`src/rtl/core/pid_aw_pkg.sv`:
```
// ----------------------------------------------------------------------------
// pid_aw_pkg
// Shared widths and configuration register indexes of the PID controller
// with integral clamp.
// ----------------------------------------------------------------------------
package pid_aw_pkg;

    localparam int GAIN_W     = 16;
    localparam int LIMIT_W    = 31;
    localparam int SUM_W      = 32;
    localparam int DRIVE_W    = 32;
    localparam int CFG_ADDR_W = 2;

    typedef enum logic [CFG_ADDR_W-1:0] {
        CFG_GAIN_PROP   = 2'd0,
        CFG_GAIN_INTEG  = 2'd1,
        CFG_GAIN_DERIV  = 2'd2,
        CFG_INTEG_LIMIT = 2'd3
    } cfg_addr_t;

endpackage

```
`src/rtl/core/pid_aw_integ.sv`:
```
// ----------------------------------------------------------------------------
// pid_aw_integ
// Error, measured-change and clamped error sum; holds the error sum and the
// previous measured sample.
// ----------------------------------------------------------------------------
module pid_aw_integ
    import pid_aw_pkg::*;
#(
    parameter int SAMPLE_W = 16
) (
    input  logic                         aclk,
    input  logic                         aresetn,
    input  logic [LIMIT_W-1:0]           integ_limit,
    input  logic                         in_valid,
    output logic                         in_ready,
    input  logic signed [SAMPLE_W-1:0]   target,
    input  logic signed [SAMPLE_W-1:0]   measured,
    output logic                         out_valid,
    input  logic                         out_ready,
    output logic signed [SAMPLE_W:0]     err_out,
    output logic signed [SAMPLE_W:0]     derr_out,
    output logic signed [SUM_W-1:0]      sum_out
);

    localparam int ERR_W = SAMPLE_W + 1;
    localparam int RAW_W = SUM_W + 1;

    logic                       valid_reg;
    logic signed [SUM_W-1:0]    error_sum_reg;
    logic signed [SAMPLE_W-1:0] prev_meas_reg;
    logic signed [ERR_W-1:0]    err_reg;
    logic signed [ERR_W-1:0]    derr_reg;
    logic signed [SUM_W-1:0]    sum_reg;

    logic signed [ERR_W-1:0]    err_next;
    logic signed [ERR_W-1:0]    derr_next;
    logic signed [SUM_W-1:0]    sum_next;
    logic signed [RAW_W-1:0]    sum_raw;
    logic signed [RAW_W-1:0]    lim_pos;
    logic signed [RAW_W-1:0]    lim_neg;
    logic                       advance;

    assign in_ready  = !valid_reg || out_ready;
    assign advance   = in_valid && in_ready;
    assign out_valid = valid_reg;
    assign err_out   = err_reg;
    assign derr_out  = derr_reg;
    assign sum_out   = sum_reg;

    always_comb begin
        err_next  = {target[SAMPLE_W-1], target} - {measured[SAMPLE_W-1], measured};
        derr_next = {prev_meas_reg[SAMPLE_W-1], prev_meas_reg}
                  - {measured[SAMPLE_W-1], measured};
        sum_raw   = {error_sum_reg[SUM_W-1], error_sum_reg}
                  + {{(RAW_W-ERR_W){err_next[ERR_W-1]}}, err_next};
        lim_pos   = {2'b00, integ_limit};
        lim_neg   = -lim_pos;
        if (sum_raw > lim_pos) begin
            sum_next = lim_pos[SUM_W-1:0];
        end else if (sum_raw < lim_neg) begin
            sum_next = lim_neg[SUM_W-1:0];
        end else begin
            sum_next = sum_raw[SUM_W-1:0];
        end
    end

    always_ff @(posedge aclk) begin
        if (!aresetn) begin
            valid_reg     <= 1'b0;
            error_sum_reg <= '0;
            prev_meas_reg <= '0;
        end else begin
            if (in_ready) begin
                valid_reg <= in_valid;
            end
            if (advance) begin
                error_sum_reg <= sum_next;
                prev_meas_reg <= measured;
            end
        end
        if (advance) begin
            err_reg  <= err_next;
            derr_reg <= derr_next;
            sum_reg  <= sum_next;
        end
    end

endmodule

```
`src/rtl/core/pid_aw_gain.sv`:
```
// ----------------------------------------------------------------------------
// pid_aw_gain
// Gain products in one stage, then their sum scaled down by the gain
// fraction bits in a second stage.
// ----------------------------------------------------------------------------
module pid_aw_gain
    import pid_aw_pkg::*;
#(
    parameter int SAMPLE_W = 16,
    parameter int FRAC_W   = 8,
    parameter int ACC_W    = 50
) (
    input  logic                       aclk,
    input  logic                       aresetn,
    input  logic signed [GAIN_W-1:0]   gain_prop,
    input  logic signed [GAIN_W-1:0]   gain_integ,
    input  logic signed [GAIN_W-1:0]   gain_deriv,
    input  logic                       in_valid,
    output logic                       in_ready,
    input  logic signed [SAMPLE_W:0]   err_in,
    input  logic signed [SAMPLE_W:0]   derr_in,
    input  logic signed [SUM_W-1:0]    sum_in,
    output logic                       out_valid,
    input  logic                       out_ready,
    output logic signed [ACC_W-1:0]    scaled_out
);

    localparam int ERR_W = SAMPLE_W + 1;
    localparam int PE_W  = GAIN_W + ERR_W;
    localparam int PI_W  = GAIN_W + SUM_W;

    logic                    prod_valid_reg;
    logic                    acc_valid_reg;
    logic signed [PE_W-1:0]  prod_p_reg;
    logic signed [PI_W-1:0]  prod_i_reg;
    logic signed [PE_W-1:0]  prod_d_reg;
    logic signed [ACC_W-1:0] scaled_reg;

    logic signed [PE_W-1:0]  prod_p_next;
    logic signed [PI_W-1:0]  prod_i_next;
    logic signed [PE_W-1:0]  prod_d_next;
    logic signed [ACC_W-1:0] acc_sum;
    logic signed [ACC_W-1:0] scaled_next;
    logic                    acc_ready;
    logic                    prod_advance;
    logic                    acc_advance;

    assign acc_ready    = !acc_valid_reg || out_ready;
    assign in_ready     = !prod_valid_reg || acc_ready;
    assign prod_advance = in_valid && in_ready;
    assign acc_advance  = prod_valid_reg && acc_ready;
    assign out_valid    = acc_valid_reg;
    assign scaled_out   = scaled_reg;

    always_comb begin
        prod_p_next = gain_prop * err_in;
        prod_i_next = gain_integ * sum_in;
        prod_d_next = gain_deriv * derr_in;
        acc_sum     = {{(ACC_W-PE_W){prod_p_reg[PE_W-1]}}, prod_p_reg}
                    + {{(ACC_W-PI_W){prod_i_reg[PI_W-1]}}, prod_i_reg}
                    + {{(ACC_W-PE_W){prod_d_reg[PE_W-1]}}, prod_d_reg};
        scaled_next = acc_sum >>> FRAC_W;
    end

    always_ff @(posedge aclk) begin
        if (!aresetn) begin
            prod_valid_reg <= 1'b0;
            acc_valid_reg  <= 1'b0;
        end else begin
            if (in_ready) begin
                prod_valid_reg <= in_valid;
            end
            if (acc_ready) begin
                acc_valid_reg <= prod_valid_reg;
            end
        end
        if (prod_advance) begin
            prod_p_reg <= prod_p_next;
            prod_i_reg <= prod_i_next;
            prod_d_reg <= prod_d_next;
        end
        if (acc_advance) begin
            scaled_reg <= scaled_next;
        end
    end

endmodule

```
`src/rtl/core/pid_aw_drive.sv`:
```
// ----------------------------------------------------------------------------
// pid_aw_drive
// Accumulated drive with 32-bit saturation; the result register doubles as
// the previous drive.
// ----------------------------------------------------------------------------
module pid_aw_drive
    import pid_aw_pkg::*;
#(
    parameter int ACC_W = 50
) (
    input  logic                       aclk,
    input  logic                       aresetn,
    input  logic                       in_valid,
    output logic                       in_ready,
    input  logic signed [ACC_W-1:0]    scaled_in,
    output logic                       out_valid,
    input  logic                       out_ready,
    output logic signed [DRIVE_W-1:0]  drive,
    output logic                       drive_saturated
);

    localparam int TOT_W = ACC_W + 1;

    logic                      valid_reg;
    logic signed [DRIVE_W-1:0] drive_reg;
    logic                      sat_reg;

    logic signed [DRIVE_W-1:0] drive_next;
    logic                      sat_next;
    logic signed [TOT_W-1:0]   total;
    logic [TOT_W-DRIVE_W:0]    upper;
    logic                      advance;

    assign in_ready        = !valid_reg || out_ready;
    assign advance         = in_valid && in_ready;
    assign out_valid       = valid_reg;
    assign drive           = drive_reg;
    assign drive_saturated = sat_reg;

    always_comb begin
        total = {{(TOT_W-DRIVE_W){drive_reg[DRIVE_W-1]}}, drive_reg}
              + {scaled_in[ACC_W-1], scaled_in};
        upper = total[TOT_W-1:DRIVE_W-1];
        sat_next = !((&upper) || !(|upper));
        if (sat_next) begin
            drive_next = total[TOT_W-1] ? {1'b1, {(DRIVE_W-1){1'b0}}}
                                        : {1'b0, {(DRIVE_W-1){1'b1}}};
        end else begin
            drive_next = total[DRIVE_W-1:0];
        end
    end

    always_ff @(posedge aclk) begin
        if (!aresetn) begin
            valid_reg <= 1'b0;
            drive_reg <= '0;
            sat_reg   <= 1'b0;
        end else begin
            if (in_ready) begin
                valid_reg <= in_valid;
            end
            if (advance) begin
                drive_reg <= drive_next;
                sat_reg   <= sat_next;
            end
        end
    end

endmodule

```
`src/rtl/core/pid_controller_antiwindup_unit.sv`:
```
// ----------------------------------------------------------------------------
// pid_controller_antiwindup_unit
// Stages from input transfer to result valid: error/clamp stage,
// product stage, sum-and-scale stage, drive saturation register.
// Throughput: one item per cycle while m_tready is not held low; each stage advances independently.
// Reset: synchronous, active low; clears gains to zero, integral limit to
// its maximum, and the error sum, previous sample and previous drive to zero.
// ----------------------------------------------------------------------------
module pid_controller_antiwindup_unit
    import pid_aw_pkg::*;
#(
    parameter int SAMPLE_WIDTH   = 16,
    parameter int GAIN_FRAC_BITS = 8
) (
    input  logic                             aclk,
    input  logic                             aresetn,
    input  logic                             cfg_we,
    input  logic [CFG_ADDR_W-1:0]            cfg_addr,
    input  logic [LIMIT_W-1:0]               cfg_wdata,
    input  logic                             s_tvalid,
    output logic                             s_tready,
    // target, measured
    input  logic [((2*SAMPLE_WIDTH+7)/8)*8-1:0] s_tdata,
    output logic                             m_tvalid,
    input  logic                             m_tready,
    // drive
    output logic [DRIVE_W-1:0]               m_tdata,
    // drive_saturated
    output logic                             m_tuser
);

    localparam int ERR_W = SAMPLE_WIDTH + 1;
    localparam int PE_W  = GAIN_W + ERR_W;
    localparam int PI_W  = GAIN_W + SUM_W;
    localparam int ACC_W = ((PI_W > PE_W) ? PI_W : PE_W) + 2;

    logic signed [GAIN_W-1:0] gain_prop_reg;
    logic signed [GAIN_W-1:0] gain_integ_reg;
    logic signed [GAIN_W-1:0] gain_deriv_reg;
    logic [LIMIT_W-1:0]       integ_limit_reg;

    logic                        integ_valid;
    logic                        gain_ready;
    logic signed [ERR_W-1:0]     err;
    logic signed [ERR_W-1:0]     derr;
    logic signed [SUM_W-1:0]     err_sum;
    logic                        gain_valid;
    logic                        drive_ready;
    logic signed [ACC_W-1:0]     scaled;
    logic signed [DRIVE_W-1:0]   drive;

    always_ff @(posedge aclk) begin
        if (!aresetn) begin
            gain_prop_reg   <= '0;
            gain_integ_reg  <= '0;
            gain_deriv_reg  <= '0;
            integ_limit_reg <= '1;
        end else if (cfg_we) begin
            case (cfg_addr_t'(cfg_addr))
                CFG_GAIN_PROP:   gain_prop_reg   <= cfg_wdata[GAIN_W-1:0];
                CFG_GAIN_INTEG:  gain_integ_reg  <= cfg_wdata[GAIN_W-1:0];
                CFG_GAIN_DERIV:  gain_deriv_reg  <= cfg_wdata[GAIN_W-1:0];
                CFG_INTEG_LIMIT: integ_limit_reg <= cfg_wdata;
                default: ;
            endcase
        end
    end

    pid_aw_integ #(
        .SAMPLE_W (SAMPLE_WIDTH)
    ) u_integ (
        .aclk        (aclk),
        .aresetn     (aresetn),
        .integ_limit (integ_limit_reg),
        .in_valid    (s_tvalid),
        .in_ready    (s_tready),
        .target      (s_tdata[SAMPLE_WIDTH-1:0]),
        .measured    (s_tdata[2*SAMPLE_WIDTH-1:SAMPLE_WIDTH]),
        .out_valid   (integ_valid),
        .out_ready   (gain_ready),
        .err_out     (err),
        .derr_out    (derr),
        .sum_out     (err_sum)
    );

    pid_aw_gain #(
        .SAMPLE_W (SAMPLE_WIDTH),
        .FRAC_W   (GAIN_FRAC_BITS),
        .ACC_W    (ACC_W)
    ) u_gain (
        .aclk       (aclk),
        .aresetn    (aresetn),
        .gain_prop  (gain_prop_reg),
        .gain_integ (gain_integ_reg),
        .gain_deriv (gain_deriv_reg),
        .in_valid   (integ_valid),
        .in_ready   (gain_ready),
        .err_in     (err),
        .derr_in    (derr),
        .sum_in     (err_sum),
        .out_valid  (gain_valid),
        .out_ready  (drive_ready),
        .scaled_out (scaled)
    );

    pid_aw_drive #(
        .ACC_W (ACC_W)
    ) u_drive (
        .aclk            (aclk),
        .aresetn         (aresetn),
        .in_valid        (gain_valid),
        .in_ready        (drive_ready),
        .scaled_in       (scaled),
        .out_valid       (m_tvalid),
        .out_ready       (m_tready),
        .drive           (drive),
        .drive_saturated (m_tuser)
    );

    assign m_tdata = drive;

endmodule

```
`config.mk`:
```
export PLATFORM = sky130hd
export DESIGN_NAME = pid_controller_antiwindup_unit
export DESIGN_NICKNAME = d
export VERILOG_FILES = /design/src/rtl/core/pid_aw_pkg.sv /design/src/rtl/core/pid_aw_integ.sv /design/src/rtl/core/pid_aw_gain.sv /design/src/rtl/core/pid_aw_drive.sv /design/src/rtl/core/pid_controller_antiwindup_unit.sv
export SDC_FILE = /design/constraint.sdc
export NUM_CORES = 2
export LEC_CHECK = 0
export BUFFER_PORTS_ARGS = -buffer_cell sky130_fd_sc_hd__buf_2
export CORE_UTILIZATION = 55
export DETAILED_ROUTE_END_ITERATION = 10
export GPL_ROUTABILITY_DRIVEN = 1
export PLACE_DENSITY = 0.75
export SLEW_MARGIN = 20
export SYNTH_ARGS = -nofsm -noshare
export SYNTH_HDL_FRONTEND = slang
export SYNTH_SLANG_ARGS = --single-unit
```
`constraint.sdc`:
```
create_clock -name aclk -period 10.05 [get_ports aclk]
set_input_delay 0 -clock aclk [delete_from_list [all_inputs] [get_ports aclk]]
set_output_delay 0 -clock aclk [all_outputs]
set_load 0.02 [all_outputs]
```
==> impl_metrics.env <==
export IMPL_rows=122
export IMPL_required_ps=10520
export IMPL_r2r_start="gain_integ_reg[2]"
export IMPL_clk_latency_ps=610
export IMPL_switchingPower_w=0.00513
export IMPL_cts_buffer_depth=3
export IMPL_status="finished clean"
export IMPL_p_seq_frac=0.265
export IMPL_synthTopCellsByArea="fa_1 (36%), edfxtp_1 (11%), ha_1 (10%)"
export IMPL_min_period_ps=9100
export IMPL_path_buf_inv=3
export IMPL_overflow=0
export IMPL_fmax_mhz=110
export IMPL_slowest_stage="dlygate4sd3_1"
export IMPL_fin_nets=8219
export IMPL_hold_path_class="primary input to flop"
export IMPL_start_util=0.554
export IMPL_combPwrFrac=0.585
export IMPL_wire_per_inst_um=19.6
export IMPL_hpwlAfterDp_um=125000
export IMPL_place_gp_congestion=0.953
export IMPL_clkTransAtPathRegs_ps=60
export IMPL_finalHoldWorstSlack_ps=49.5
export IMPL_netlist_instances=6540
export IMPL_io_buffer_count=104
export IMPL_synth_edf_count=222
export IMPL_avgSynthCellArea_um2=9.36
export IMPL_whs_path_depth=2
export IMPL_fin_crit_sh=0.906
export IMPL_timing_critical_path_from_type="primary input"
export IMPL_p_leak_nw=29.6
export IMPL_antenna_found_initial=6
export IMPL_post_cts_setup_buffers=0
export IMPL_n_fill_cell=9375
export IMPL_vdd_drop_max_uv=155
export IMPL_path_delay_family="compound AO/OA/AOI/OAI gates"
export IMPL_max_stage_delay_ps=530
export IMPL_fin_worst_skew_ps=37.4
export IMPL_grt_pass1_vias=47700
export IMPL_power_density_nw_per_um2=166
export IMPL_clock_sinks=386
export IMPL_setup_viol=0
export IMPL_r2r_end="u_gain.prod_i_reg[47]"
export IMPL_max_slew_margin=0.226
export IMPL_first_pass_iters=6
export IMPL_routed_wl_um=159000
export IMPL_grt_usage=0.290
export IMPL_drtIter0Drc=3538
export IMPL_yosys_area_top_type="fa_1"
export IMPL_swShare=0.474
export IMPL_crit_arrival_ps=9580
export IMPL_ys_seq_elements=386
export IMPL_cts_tree="done"
export IMPL_synthArstFlopShare=0
export IMPL_pwr_share_clk=0.150
export IMPL_report_final_slew_viol_count=0
export IMPL_die_h_um=336
export IMPL_multiInputGateArea_um2=45700
export IMPL_ys_warnings_count=0
export IMPL_path_class="primary input to flop"
export IMPL_grt_pass1_wl_um=256000
export IMPL_grt_max_degree=91
export IMPL_vias_per_cell=5.63
export IMPL_cts_buffers_inserted=44
export IMPL_endpoint_kind="flop"
export IMPL_largest_reg_flops=48
export IMPL_p_int_w=0.00570
export IMPL_crit_path_frequent_cell="o21ai_0"
export IMPL_ant_nets=0
export IMPL_die_w_um=336
export IMPL_grt_setup_unrepaired="false"
export IMPL_root_buffer="clkbuf_16"
export IMPL_seq_area_frac_synth=0.163
export IMPL_drc_errors=0
export IMPL_syn2layout_area_growth_pct=6.50
export IMPL_min_to="u_drive.drive[31]"
export IMPL_drv_cap=0
export IMPL_synth_ff_type="edfxtp_1"
export IMPL_layout_drive_gt1_share=0.0464
export IMPL_r2r_setup_slack_ps=1870
export IMPL_synth_most_common_cell="inv_1"
export IMPL_synth_area_um2=61200
export IMPL_tns_ps=0
export IMPL_htree_levels=2
export IMPL_hold_path_startpoint="aresetn"
export IMPL_io_pins=105
export IMPL_critical_path_max_fanout=42
export IMPL_vias=45500
export IMPL_final_hold_viol_count=0
export IMPL_synth_top_area_frac=0.356
export IMPL_syn_nets=8196
export IMPL_worst_pin_slew_ps=1150
export IMPL_seq_area_um2=9950
export IMPL_core_um2=111000
export IMPL_ys_top_cells_by_count="inv_1 (1,220), fa_1 (1,089), nand2_1 (921), ha_1 (497), and2_1 (396)"
export IMPL_die_area_um2=113000
export IMPL_reg2reg_depth=25
export IMPL_ys_types=98
## per-stage QoR
stage,total power [W],instance area (µm²),instances,setup WS (ps),utilization
3_5_place_dp,0.00906,63100,7944,853,0.571
3_3_place_gp,0.00888,63100,7944,1100,0.571
5_1_grt,0.0117,65200,8086,129,0.590
4_1_cts,0.0107,65100,8084,886,0.589
6_report,0.0108,65200,8087,947,0.590
2_1_floorplan,0.00720,61200,6540,303,-
## layer usage
metal | GRT usage | wire [µm]
met4 | 0.0777 | 4550
met2 | 0.461 | 71600
met3 | 0.0658 | 16200
met5 | 0 | 61
met1 | 0.399 | 66400
## area by class of cell
class | instances | share of cell area
Multi-Input combinational cell | 4686 | 0.701
Sequential cell | 386 | 0.153
Inverter | 1221 | 0.0704
Tap cell | 1488 | 0.0286
Timing Repair Buffer | 224 | 0.0247
Clock buffer | 52 | 0.0185
Clock inverter | 29 | 0.00367
Antenna cell | 1 | 0.0000384
## power groups by stage
stage	combinational, W	clock [W]	sequential, W
2_1_floorplan	0.00475	0	0.00245
3_3_place_gp	0.00601	0	0.00287
3_5_place_dp	0.00619	0	0.00287
4_1_cts	0.00624	0.00164	0.00284
5_1_grt	0.00707	0.00170	0.00289
6_report	0.00633	0.00162	0.00287
## worst register-to-register path: cells and delay by family (launching register included)
kind	cells	cell delay, ps
XOR/XNOR	1	80
AND/OR/NAND/NOR	1	170
buffers and inverters	3	150
flip-flops	1	930
adder cells (fa/ha/maj)	7	3410
AO/OA/AOI/OAI	13	3180
## cell usage in the layout, fill, tap and decap left out, types with 30 or more instances in the layout
cell / instances
nor2b_1: 54
clkbuf_16: 46
a21oi_1: 215
xnor2_1: 194
o211ai_1: 40
xor2_1: 60
nand2_1: 920
o21a_1: 30
nor3_1: 46
buf_2: 103
and2_1: 396
nand3_1: 57
fa_1: 1089
edfxtp_1: 222
inv_1: 1219
a21boi_0: 85
o22ai_1: 35
nand2b_1: 93
dlygate4sd3_1: 59
a21o_1: 131
ha_1: 497
buf_4: 59
o21ai_0: 189
dfxtp_1: 160
nor2_1: 185
## cell families after synthesis
family,share of synthesized area
multiplexers,0.00311
AND/OR/NAND/NOR,0.149
adder cells (fa/ha/maj),0.458
flip-flops,0.163
AO/OA/AOI/OAI,0.100
buffers and inverters,0.0912
XOR/XNOR,0.0363
## what timing repair did
item / 4_1_cts / 5_1_grt
resized for setup: 0 / 2
setup endpoints to repair: 0 / 33
hold buffers: 59 / 0
hold endpoints to repair: 104 / 0
## worst max path at each step
stage | slack (ps) | cells past startpoint | from | to
after global routing | 130 | 41 | s_tdata[16] | u_integ.error_sum_reg[14]
after CTS | 890 | 41 | s_tdata[16] | u_integ.error_sum_reg[16]
after floorplan | 300 | 3 | u_drive.out_valid | u_gain.prod_d_reg[0]
after global placement | 1100 | 41 | s_tdata[0] | u_integ.error_sum_reg[13]
after detailed placement | 850 | 40 | s_tdata[16] | u_integ.error_sum_reg[5]
final | 950 | 41 | s_tdata[16] | u_integ.error_sum_reg[16]
Power figures use the tool's default switching activity.
